<file path="config.mk">
export PLATFORM = sky130hd
export DESIGN_NAME = pgalloc_ctrl_flat
export DESIGN_NICKNAME = d
export VERILOG_FILES = /design/src/rtl/core/pgalloc_pkg.sv /design/src/rtl/core/pgalloc_if.sv /design/src/rtl/core/pgalloc_ctrl.sv /design/src/flat_wrapper.sv
export SDC_FILE = /design/constraint.sdc
export NUM_CORES = 1
export LEC_CHECK = 0
export BUFFER_PORTS_ARGS = -buffer_cell sky130_fd_sc_hd__clkbuf_2
export CORE_ASPECT_RATIO = 1.2
export CORE_UTILIZATION = 35
export DETAILED_ROUTE_END_ITERATION = 10
export PLACE_DENSITY = 0.54
export SETUP_SLACK_MARGIN = 0.05
export SYNTH_ARGS = -nofsm -noshare
export SYNTH_HDL_FRONTEND = slang
export SYNTH_SLANG_ARGS = --single-unit
</file>
<file path="constraint.sdc">
create_clock -name clk -period 6.2 [get_ports clk]
set_clock_uncertainty 0.1 [all_clocks]
set_input_delay 0 -clock clk [delete_from_list [all_inputs] [get_ports clk]]
set_output_delay 0 -clock clk [all_outputs]
set_load 0.01 [all_outputs]
</file>
<file path="src/rtl/core/pgalloc_pkg.sv">
package pgalloc_pkg;

  // Sizing of the stores
  localparam int PAGE_COUNT = 4096;
  localparam int REF_BITS   = 16;
  localparam int PAGE_W     = $clog2(PAGE_COUNT);
  localparam int FCNT_W     = PAGE_W + 1;

  // Fixed field widths of the channels
  localparam int KIND_W       = 3;
  localparam int PAGE_NUM_W   = 13;
  localparam int STATUS_W     = 3;
  localparam int ALLOC_PAGE_W = 12;
  localparam int REF_VALUE_W  = 16;
  localparam int FREE_PAGES_W = 13;
  localparam int CFG_W        = 13;

  typedef enum logic [KIND_W-1:0] {
    KIND_ALLOC = 3'd0,
    KIND_FREE  = 3'd1,
    KIND_INC   = 3'd2,
    KIND_DEC   = 3'd3,
    KIND_READ  = 3'd4
  } kind_t;

  typedef enum logic [STATUS_W-1:0] {
    ST_OK        = 3'd0,
    ST_OOM       = 3'd1,
    ST_BAD_FREE  = 3'd2,
    ST_STILL_REF = 3'd3,
    ST_FULL      = 3'd4
  } status_t;

  typedef enum logic [1:0] {
    S_CLEAR,
    S_IDLE,
    S_EXEC
  } fsm_t;

  // Count memory port
  typedef struct packed {
    logic                we;
    logic [PAGE_W-1:0]   waddr;
    logic [REF_BITS-1:0] wdata;
    logic                re;
    logic [PAGE_W-1:0]   raddr;
  } ref_port_t;

  // Free stack memory port
  typedef struct packed {
    logic              we;
    logic [PAGE_W-1:0] waddr;
    logic [PAGE_W-1:0] wdata;
    logic              re;
    logic [PAGE_W-1:0] raddr;
  } stk_port_t;

endpackage

</file>
<file path="src/rtl/core/pgalloc_if.sv">
interface pgalloc_in_if;
  import pgalloc_pkg::*;
  logic                  valid;
  logic                  ready;
  logic [KIND_W-1:0]     kind;
  logic [PAGE_NUM_W-1:0] page_number;
  modport source (output valid, kind, page_number, input ready);
  modport sink (input valid, kind, page_number, output ready);
endinterface

interface pgalloc_out_if;
  import pgalloc_pkg::*;
  logic                    valid;
  logic                    ready;
  logic [STATUS_W-1:0]     status;
  logic [ALLOC_PAGE_W-1:0] alloc_page;
  logic [REF_VALUE_W-1:0]  ref_value;
  logic [FREE_PAGES_W-1:0] free_pages;
  modport source (output valid, status, alloc_page, ref_value, free_pages, input ready);
  modport sink (input valid, status, alloc_page, ref_value, free_pages, output ready);
endinterface


</file>
<file path="src/rtl/core/pgalloc_ctrl.sv">
module pgalloc_ctrl (
  input  logic                         clk,
  input  logic                         rst_n,
  input  logic [pgalloc_pkg::CFG_W-1:0] first_usable_page,
  pgalloc_in_if.sink                   in_ch,
  pgalloc_out_if.source                out_ch,
  output pgalloc_pkg::ref_port_t       ref_port,
  input  logic [pgalloc_pkg::REF_BITS-1:0] ref_rdata,
  output pgalloc_pkg::stk_port_t       stk_port,
  input  logic [pgalloc_pkg::PAGE_W-1:0] stk_rdata
);
  import pgalloc_pkg::*;

  localparam logic [REF_BITS-1:0] REF_MAX = '1;
  localparam logic [FCNT_W-1:0]   FCNT_FULL = FCNT_W'(PAGE_COUNT);
  localparam logic [PAGE_W-1:0]   CLR_LAST = PAGE_W'(PAGE_COUNT - 1);

  fsm_t                    state_r, state_nxt;
  logic [PAGE_W-1:0]       clr_r, clr_nxt;
  logic [FCNT_W-1:0]       fcnt_r, fcnt_nxt;
  logic [KIND_W-1:0]       req_kind_r;
  logic [PAGE_NUM_W-1:0]   req_page_r;
  logic                    out_valid_r, out_valid_nxt;
  logic [STATUS_W-1:0]     out_status_r, out_status_nxt;
  logic [ALLOC_PAGE_W-1:0] out_alloc_r, out_alloc_nxt;
  logic [REF_VALUE_W-1:0]  out_ref_r, out_ref_nxt;
  logic [FREE_PAGES_W-1:0] out_free_r, out_free_nxt;

  logic                    acc;
  logic                    go;
  logic                    in_range;
  logic [PAGE_W-1:0]       req_idx;
  logic [REF_BITS-1:0]     cnt_dec;
  logic [REF_BITS-1:0]     cnt_inc;
  logic                    ex_ref_we;
  logic [PAGE_W-1:0]       ex_ref_addr;
  logic [REF_BITS-1:0]     ex_ref_data;
  logic                    ex_push;

  assign acc      = in_ch.valid && in_ch.ready;
  assign go       = !out_valid_r || out_ch.ready;
  assign in_range = 32'(req_page_r) < 32'(PAGE_COUNT);
  assign req_idx  = PAGE_W'(req_page_r);
  assign cnt_dec  = (ref_rdata != '0) ? ref_rdata - 1'b1 : ref_rdata;
  assign cnt_inc  = (ref_rdata != REF_MAX) ? ref_rdata + 1'b1 : ref_rdata;

  // Next state
  always_comb begin
    state_nxt = state_r;
    clr_nxt   = clr_r;
    case (state_r)
      S_CLEAR: begin
        clr_nxt = clr_r + 1'b1;
        if (clr_r == CLR_LAST) begin
          state_nxt = S_IDLE;
        end
      end
      S_IDLE: begin
        if (acc) begin
          state_nxt = S_EXEC;
        end
      end
      S_EXEC: begin
        if (go) begin
          state_nxt = S_IDLE;
        end
      end
      default: state_nxt = S_CLEAR;
    endcase
  end

  // FSM outputs: handshake and memory ports
  always_comb begin
    in_ch.ready    = 1'b0;
    ref_port.we    = 1'b0;
    ref_port.waddr = ex_ref_addr;
    ref_port.wdata = ex_ref_data;
    ref_port.re    = 1'b0;
    ref_port.raddr = PAGE_W'(in_ch.page_number);
    stk_port.we    = 1'b0;
    stk_port.waddr = PAGE_W'(fcnt_r);
    stk_port.wdata = req_idx;
    stk_port.re    = 1'b0;
    stk_port.raddr = PAGE_W'(fcnt_r - FCNT_W'(1));
    case (state_r)
      S_CLEAR: begin
        ref_port.we    = 1'b1;
        ref_port.waddr = clr_r;
        ref_port.wdata = '0;
      end
      S_IDLE: begin
        in_ch.ready = 1'b1;
        // reads launch on the accepting edge
        ref_port.re = in_ch.valid;
        stk_port.re = in_ch.valid;
      end
      S_EXEC: begin
        ref_port.we = go && ex_ref_we;
        stk_port.we = go && ex_push;
      end
      default: ;
    endcase
  end

  // Request execution on the read data
  always_comb begin
    ex_ref_we      = 1'b0;
    ex_ref_addr    = req_idx;
    ex_ref_data    = '0;
    ex_push        = 1'b0;
    fcnt_nxt       = fcnt_r;
    out_status_nxt = ST_OK;
    out_alloc_nxt  = '0;
    out_ref_nxt    = '0;
    case (kind_t'(req_kind_r))
      KIND_ALLOC: begin
        if (fcnt_r == '0) begin
          out_status_nxt = ST_OOM;
        end else begin
          fcnt_nxt      = fcnt_r - 1'b1;
          ex_ref_we     = 1'b1;
          ex_ref_addr   = stk_rdata;
          ex_ref_data   = REF_BITS'(1);
          out_alloc_nxt = ALLOC_PAGE_W'(stk_rdata);
          out_ref_nxt   = REF_VALUE_W'(1);
        end
      end
      KIND_FREE: begin
        if (req_page_r < first_usable_page || !in_range) begin
          out_status_nxt = ST_BAD_FREE;
        end else begin
          ex_ref_we   = 1'b1;
          ex_ref_data = cnt_dec;
          out_ref_nxt = REF_VALUE_W'(cnt_dec);
          if (cnt_dec != '0) begin
            out_status_nxt = ST_STILL_REF;
          end else if (fcnt_r == FCNT_FULL) begin
            out_status_nxt = ST_FULL;
          end else begin
            ex_push  = 1'b1;
            fcnt_nxt = fcnt_r + 1'b1;
          end
        end
      end
      KIND_INC: begin
        if (in_range) begin
          ex_ref_we   = 1'b1;
          ex_ref_data = cnt_inc;
          out_ref_nxt = REF_VALUE_W'(cnt_inc);
        end
      end
      KIND_DEC: begin
        if (in_range) begin
          ex_ref_we   = 1'b1;
          ex_ref_data = cnt_dec;
          out_ref_nxt = REF_VALUE_W'(cnt_dec);
        end
      end
      KIND_READ: begin
        if (in_range) begin
          out_ref_nxt = REF_VALUE_W'(ref_rdata);
        end
      end
      default: ;
    endcase
    out_free_nxt = FREE_PAGES_W'(fcnt_nxt);
  end

  // Result slot
  always_comb begin
    out_valid_nxt = out_valid_r;
    if (state_r == S_EXEC && go) begin
      out_valid_nxt = 1'b1;
    end else if (out_ch.ready) begin
      out_valid_nxt = 1'b0;
    end
  end

  assign out_ch.valid      = out_valid_r;
  assign out_ch.status     = out_status_r;
  assign out_ch.alloc_page = out_alloc_r;
  assign out_ch.ref_value  = out_ref_r;
  assign out_ch.free_pages = out_free_r;

  // Control registers
  always_ff @(posedge clk) begin
    if (!rst_n) begin
      state_r     <= S_CLEAR;
      clr_r       <= '0;
      fcnt_r      <= '0;
      out_valid_r <= 1'b0;
    end else begin
      state_r     <= state_nxt;
      clr_r       <= clr_nxt;
      out_valid_r <= out_valid_nxt;
      if (state_r == S_EXEC && go) begin
        fcnt_r <= fcnt_nxt;
      end
    end
  end

  // Request and result payload
  always_ff @(posedge clk) begin
    if (acc) begin
      req_kind_r <= in_ch.kind;
      req_page_r <= in_ch.page_number;
    end
    if (state_r == S_EXEC && go) begin
      out_status_r <= out_status_nxt;
      out_alloc_r  <= out_alloc_nxt;
      out_ref_r    <= out_ref_nxt;
      out_free_r   <= out_free_nxt;
    end
  end

`ifndef SYNTHESIS
  a_fcnt_bound: assert property (@(posedge clk) disable iff (!rst_n)
    fcnt_r <= FCNT_FULL)
    else $error("free count above page count");

  a_acc_exec: assert property (@(posedge clk) disable iff (!rst_n)
    acc |=> state_r == S_EXEC)
    else $error("accepted request not executed next cycle");

  a_fcnt_hold: assert property (@(posedge clk) disable iff (!rst_n)
    state_r != S_EXEC |=> $stable(fcnt_r))
    else $error("free count moved outside execute");

  a_result_src: assert property (@(posedge clk) disable iff (!rst_n)
    $rose(out_valid_r) |-> $past(state_r) == S_EXEC)
    else $error("result raised without an executed request");
`endif

endmodule

</file>
<file path="src/flat_wrapper.sv">
// flat-port wrapper written by rule: the top's interface ports become plain ports
module pgalloc_ctrl_flat import pgalloc_pkg::*;
  (clk, rst_n, first_usable_page, ref_port, ref_rdata, stk_port, stk_rdata, in_ch_valid, in_ch_kind, in_ch_page_number, in_ch_ready, out_ch_valid, out_ch_status, out_ch_alloc_page, out_ch_ref_value, out_ch_free_pages, out_ch_ready);
  pgalloc_in_if in_ch_i ();
  pgalloc_out_if out_ch_i ();
  input  logic clk;
  input  logic rst_n;
  input  logic [pgalloc_pkg::CFG_W-1:0] first_usable_page;
  output pgalloc_pkg::ref_port_t ref_port;
  input  logic [pgalloc_pkg::REF_BITS-1:0] ref_rdata;
  output pgalloc_pkg::stk_port_t stk_port;
  input  logic [pgalloc_pkg::PAGE_W-1:0] stk_rdata;
  input wire logic [$bits(in_ch_i.valid)-1:0] in_ch_valid;
  input wire logic [$bits(in_ch_i.kind)-1:0] in_ch_kind;
  input wire logic [$bits(in_ch_i.page_number)-1:0] in_ch_page_number;
  output wire logic [$bits(in_ch_i.ready)-1:0] in_ch_ready;
  output wire logic [$bits(out_ch_i.valid)-1:0] out_ch_valid;
  output wire logic [$bits(out_ch_i.status)-1:0] out_ch_status;
  output wire logic [$bits(out_ch_i.alloc_page)-1:0] out_ch_alloc_page;
  output wire logic [$bits(out_ch_i.ref_value)-1:0] out_ch_ref_value;
  output wire logic [$bits(out_ch_i.free_pages)-1:0] out_ch_free_pages;
  input wire logic [$bits(out_ch_i.ready)-1:0] out_ch_ready;
  assign in_ch_i.valid = in_ch_valid;
  assign in_ch_i.kind = in_ch_kind;
  assign in_ch_i.page_number = in_ch_page_number;
  assign in_ch_ready = in_ch_i.ready;
  assign out_ch_valid = out_ch_i.valid;
  assign out_ch_status = out_ch_i.status;
  assign out_ch_alloc_page = out_ch_i.alloc_page;
  assign out_ch_ref_value = out_ch_i.ref_value;
  assign out_ch_free_pages = out_ch_i.free_pages;
  assign out_ch_i.ready = out_ch_ready;
  pgalloc_ctrl u_core (.clk(clk), .rst_n(rst_n), .first_usable_page(first_usable_page), .in_ch(in_ch_i), .out_ch(out_ch_i), .ref_port(ref_port), .ref_rdata(ref_rdata), .stk_port(stk_port), .stk_rdata(stk_rdata));
endmodule
</file>
==> impl_metrics.toml, run 1 <==
[global_routing]
grt_max_degree = 58
grt.overflow.total = 0
grtUsageTotal = 0.238
grt_pass1_wl_mm = 35.0
antenna_found_initial = 0
grt_pass1_vias = 6263

[placement]
routabilityCongestion = 0.908
dp_cells = 1109
portBuffers = 186
dp_hpwl_mm = 16.0

[setup_path]
path_class = "reg2out"
cp.arrival_ns = 3.98
cp_max_fo = 24
timing.critical_path.to_type = "output pin"
start_kind = "register"
crit_required_ns = 6.10

[detailed_routing]
drt-initial-drc-count = 516
firstDrtPassIters = 5
wl_mm = 22.2
drc = 0
vias = 6599
vias_per_cell = 5.69
wire_per_inst_um = 19.1
ant_nets = 0

[finish]
utilization = 0.434
drive_gt1_frac = 0.241
nets = 1010
syn_to_final_growth_pct = 21.5
n_fill_cell = 1864
final_common_cell = "clkbuf_2"
layout_common_cells = "clkbuf_2 (186), nand2_1 (85), nor2_1 (66)"
final_cells = 1160
register_area_um2 = 2360
diodes = 0
multiInputGateArea_um2 = 3510

[timing]
maxClockFrequency_mhz = 245
post-route-period-util = 0.657
hold_viol_final = 0
rsz0062_at_grt = "false"
tightest_slew_ns = 1.16
finalSetupViolCount = 0
setup_tns_ns = 0
period_minus_slack_ns = 4.08
slew_viol_final = 0
slew_headroom = 0.228

[synth]
syn_area_per_cell_um2 = 8.23
ys_seq_area_frac = 0.363
synth_cell_type_count = 75
synth_area_leaders = "edfxtp_1 (28%), dfxtp_1 (8.6%), nand2_1 (4.9%), buf_4 (4.4%), nor2_1 (3.9%)"
yosysWarnings = 0
synth-main-ff-cell = "edfxtp_1"
syn-instance-count = 790
synth_edf_count = 60
synth_top_cell_area_share = 0.277
ys_seq_elements = 88
syn_area_um2 = 6500
synth_top_area_cell = "edfxtp_1"
synth_fp_nets = 869
synthArstFlopShare = 0

[clock_network]
cts_buffer_depth = 2
numCtsBuffers = 9
htreeDepth = 3
cts_setup_buffers = 0
root_buffer = "clkbuf_16"
cts_tree = "yes"
path_clk_slew_ns = 0.07
clock_latency_ns = 0.36
cts.sinks = 88

[floorplanning]
die_w_um = 126
start_util = 0.358
coreArea_um2 = 18200
top_level_ports = 187
num_rows = 54
dieArea_um2 = 19100
die_h_um = 151

[power]
power_w = 0.00134
p_leak_nw = 3.15
power_density_nw_per_um2 = 170
irDropWorstVdd_mv = 0.111

[job]
cap_viol_max_count = 0

[hold_path]
holdCritPathClass = "in2reg"

[run_status]
status = "finished clean"
## worst paths after layout
check	startpoint	endpoint	slack, ns	depth (start not counted)
min	ref_rdata[14]	u_core.out_ch.ref_value[14]	0.004	3
max reg2reg	u_core.fcnt_r[0]	u_core.fcnt_r[5]	2.45	9
max	u_core.fcnt_r[0]	ref_port[37]	2.12	8
min reg2reg	u_core.clr_r[5]	u_core.clr_r[5]	0.39	2
## metal layers
layer  global-route usage  share of wire  up-vias
met1                0.295           0.42     3094
met4                0.102          0.029        0
met2                0.404           0.48      281
li1                     -              -     3190
met5                    0              0        -
met3               0.0463          0.074       34
## registers in the layout, indices dropped and copies added, names as in the netlist
register                  cells
u_core.out_ch.alloc_page     12
u_core.req_kind_r             3
u_core.out_ch.status          3
u_core.clr_r                 12
u_core.state_r                2
u_core.out_ch.free_pages     13
u_core.req_page_r            13
u_core.out_ch.valid           1
u_core.out_ch.ref_value      16
u_core.fcnt_r                13
## critical path, cell delays in order (launching register included)
cell,delay (ns)
dfxtp_1,0.40
inv_1,0.16
ha_1,0.21
or3b_2,0.55
nor4_2,0.47
nand2b_1,0.95
a21oi_1,0.31
o21ai_0,0.35
clkbuf_2,0.20
## Yosys cell counts, drive strengths merged, types with 15 or more instances
cell type	n
and2	17
dfxtp	28
nor3	26
ha	18
buf	47
edfxtp	60
or3	15
inv	31
nand4	16
nor4	16
clkbuf	51
nand3	32
nor2	68
nand2	85
o21ai	54
a21oi	43
## layout make-up
class                           count  area share
Clock inverter                      7     0.00856
Timing Repair Buffer              228       0.169
Inverter                           31      0.0147
Multi-Input combinational cell    573       0.445
Clock buffer                        9      0.0285
Sequential cell                    88       0.299
Tap cell                          224      0.0355
## cell families after synthesis
| family | count (synthesis) | synth area share |
|---|---|---|
| AND/OR/NAND/NOR | 325 | 0.257 |
| AO/OA/AOI/OAI | 208 | 0.215 |
| buffers and inverters | 129 | 0.0993 |
| flip-flops | 88 | 0.363 |
| XOR/XNOR | 19 | 0.0256 |
| adder cells (fa/ha/maj) | 18 | 0.0347 |
| multiplexers | 3 | 0.00462 |
## stage by stage
step	worst slack, ns	instance area (um2)	hold slack (ns)
global route	1.96	7900	0.0713
floorplan	3.19	6500	-0.00823
global placement	2.53	7250	0.0784
finish	2.12	7900	0.00362
CTS	2.17	7900	0.00107
detailed placement	2.48	7250	0.0825
## timing repair
action                                 4_1_cts  5_1_grt
resized for setup                            0        0
endpoints found under the hold margin       36        0
hold buffers                                35        0
## power breakdown
group	internal, W	switching (W)
Sequential	0.000625	0.00000375
Combinational	0.0000624	0.0000823
Clock	0.000313	0.000255
No activity file was read; power rests on OpenSTA's default activity.
==> inputs of run 2 (changes only) <==
--- a/config.mk
+++ b/config.mk
@@ -9,7 +9,7 @@
 export CORE_ASPECT_RATIO = 1.2
 export CORE_UTILIZATION = 35
 export DETAILED_ROUTE_END_ITERATION = 10
-export PLACE_DENSITY = 0.54
+export PLACE_DENSITY = 0.56
 export SETUP_SLACK_MARGIN = 0.05
 export SYNTH_ARGS = -nofsm -noshare
 export SYNTH_HDL_FRONTEND = slang
==> constraint.sdc (replaced) <==
create_clock -name clk -period 3.7 [get_ports clk]
set_clock_uncertainty 0.1 [all_clocks]
set_input_delay 0 -clock clk [delete_from_list [all_inputs] [get_ports clk]]
set_output_delay 0 -clock clk [all_outputs]
set_load 0.01 [all_outputs]
==> run 2 against run 1 <==
Setup slack worse by 1.8 ns. Sequential cell count unchanged. Final cell count rose by 1.6%. Via count rose by 2.5%. Clock-buffer cell count is the same. First-iteration DRC count is 6.2% higher. Critical path type unchanged. Largest cell class unchanged. Highest routed layer unchanged.
==> impl_metrics.toml, run 2 (synthesized netlist as in run 1, its figures left out) <==
[setup_path]
cp.arrival_ns = 3.32
crit_required_ns = 3.60
r2r-end = "u_core.out_ch.free_pages[7]"
cp_max_fo = 14
r2r_start = "u_core.fcnt_r[0]"
slowest_stage = "or3b_2"
path_class = "reg2out"
max_stage_delay_ns = 0.56
start_kind = "register"
timing.critical_path.to_type = "output pin"
path_delay_family = "simple AND/OR/NAND/NOR gates"
rrSetupSlack_ns = 0.68
crit_chain = "inv_1, ha_1, or3b_2, nor4_4, nand2b_2, buf_4, a21oi_1, o21ai_0, clkbuf_2"
path_buf_inv = 3
r2r_cells = 8

[placement]
portBuffers = 186
dp_cells = 1126
dp_hpwl_mm = 16.6
routabilityCongestion = 0.904

[detailed_routing]
vias = 6767
vias_per_cell = 5.74
drc = 0
wire_per_inst_um = 19.2
wl_mm = 22.7
drt-initial-drc-count = 548
ant_nets = 0
firstDrtPassIters = 5

[finish]
diodes = 0
nets = 1028
largest_register_ffs = 16
syn_to_final_growth_pct = 23.6
final_cells = 1178
layout_common_cells = "clkbuf_2 (186), nand2_1 (85), nor2_1 (66)"
drive_gt1_frac = 0.259
final_common_cell = "clkbuf_2"

[run_status]
status = "finished clean"

[timing]
finalSetupViolCount = 0
hold_viol_final = 0
slew_viol_final = 0
post-route-period-util = 0.925
tightest_slew_ns = 1.05
slew_headroom = 0.302
setup_tns_ns = 0
rsz0062_at_grt = "false"
period_minus_slack_ns = 3.42
maxClockFrequency_mhz = 292

[power]
power_density_nw_per_um2 = 272
irDropWorstVdd_mv = 0.180
p_leak_nw = 3.24
power_w = 0.00219

[floorplanning]
die_h_um = 151
num_rows = 54
die_w_um = 126
coreArea_um2 = 18200
dieArea_um2 = 19100
top_level_ports = 187
start_util = 0.358

[clock_network]
numCtsBuffers = 9
cts_tree = "yes"
htreeDepth = 3
path_clk_slew_ns = 0.07
root_buffer = "clkbuf_16"
clock_latency_ns = 0.35
cts_buffer_depth = 2
cts_setup_buffers = 0
cts.sinks = 88

[hold_path]
holdCritStartpoint = "ref_rdata[11]"
holdCritPathClass = "in2reg"
hold_path_end = "u_core.out_ch.ref_value[11]"
hold_depth = 3

[job]
cap_viol_max_count = 0

[global_routing]
busiest_layer = "met2"
grt_max_degree = 28
grt.overflow.total = 0
grt_pass1_vias = 6320
antenna_found_initial = 0
grtUsageMet3 = 0.0480
grtUsageTotal = 0.238
grt_pass1_wl_mm = 35.0
grt_util_met2 = 0.413
grtUsageMet1 = 0.289
==> run 2: worst max-delay path by stage <==
stage | from | endpoint | slack, ns | cells past startpoint
final | u_core.fcnt_r[0] | ref_port[32] | 0.28 | 9
after global routing | u_core.fcnt_r[0] | ref_port[40] | 0.08 | 9
after CTS | u_core.fcnt_r[0] | ref_port[40] | 0.1 | 9
after detailed placement | u_core.fcnt_r[0] | ref_port[40] | 0.51 | 9
after global placement | u_core.fcnt_r[0] | ref_port[40] | 0.57 | 9
after floorplan | u_core.fcnt_r[0] | u_core.out_ch.free_pages[7] | 0.69 | 11
==> run 2: final cells by class <==
type | instances | area (um2)
timing repair buffer | 246 | 1470
fill | 1828 | 10100
sequential | 88 | 2360
tap | 224 | 280
multi-input combinational | 573 | 3530
clock buffer | 9 | 225
clock inverter | 7 | 46.3
inverter | 31 | 116
==> run 2: power breakdown <==
| group | switching, W | internal [W] |
|---|---|---|
| clock network | 0.000426 | 0.000456 |
| registers | 0.00000694 | 0.00105 |
| logic | 0.000141 | 0.000108 |
==> run 2: per-layer routing <==
metal	wire length (um)	part of all wire
met1	9310	0.41
met2	11000	0.48
met3	1780	0.079
met4	592	0.026
met5	0	0
==> run 2: tightest hold or removal path, cell delays in order <==
cell      delay (ns)
clkbuf_2        0.22
nand2_1         0.09
nand2_1         0.07
==> run 2: per-stage QoR <==
step	util	hold WS, ns	area [um2]	setup slack, ns
2_1_floorplan	-	-0.00823	6500	0.694
3_3_place_gp	0.406	0.0789	7380	0.568
3_5_place_dp	0.406	0.0789	7380	0.508
4_1_cts	0.441	0.0132	8010	0.0973
5_1_grt	0.442	0.0724	8030	0.0850
6_report	0.442	0.0348	8030	0.276
==> run 2: timing repair <==
item / CTS / global route
endpoints found under the hold margin: 37 / 0
gates resized for setup: 0 / 4
setup endpoints to repair: 0 / 16
hold buffers: 36 / 0
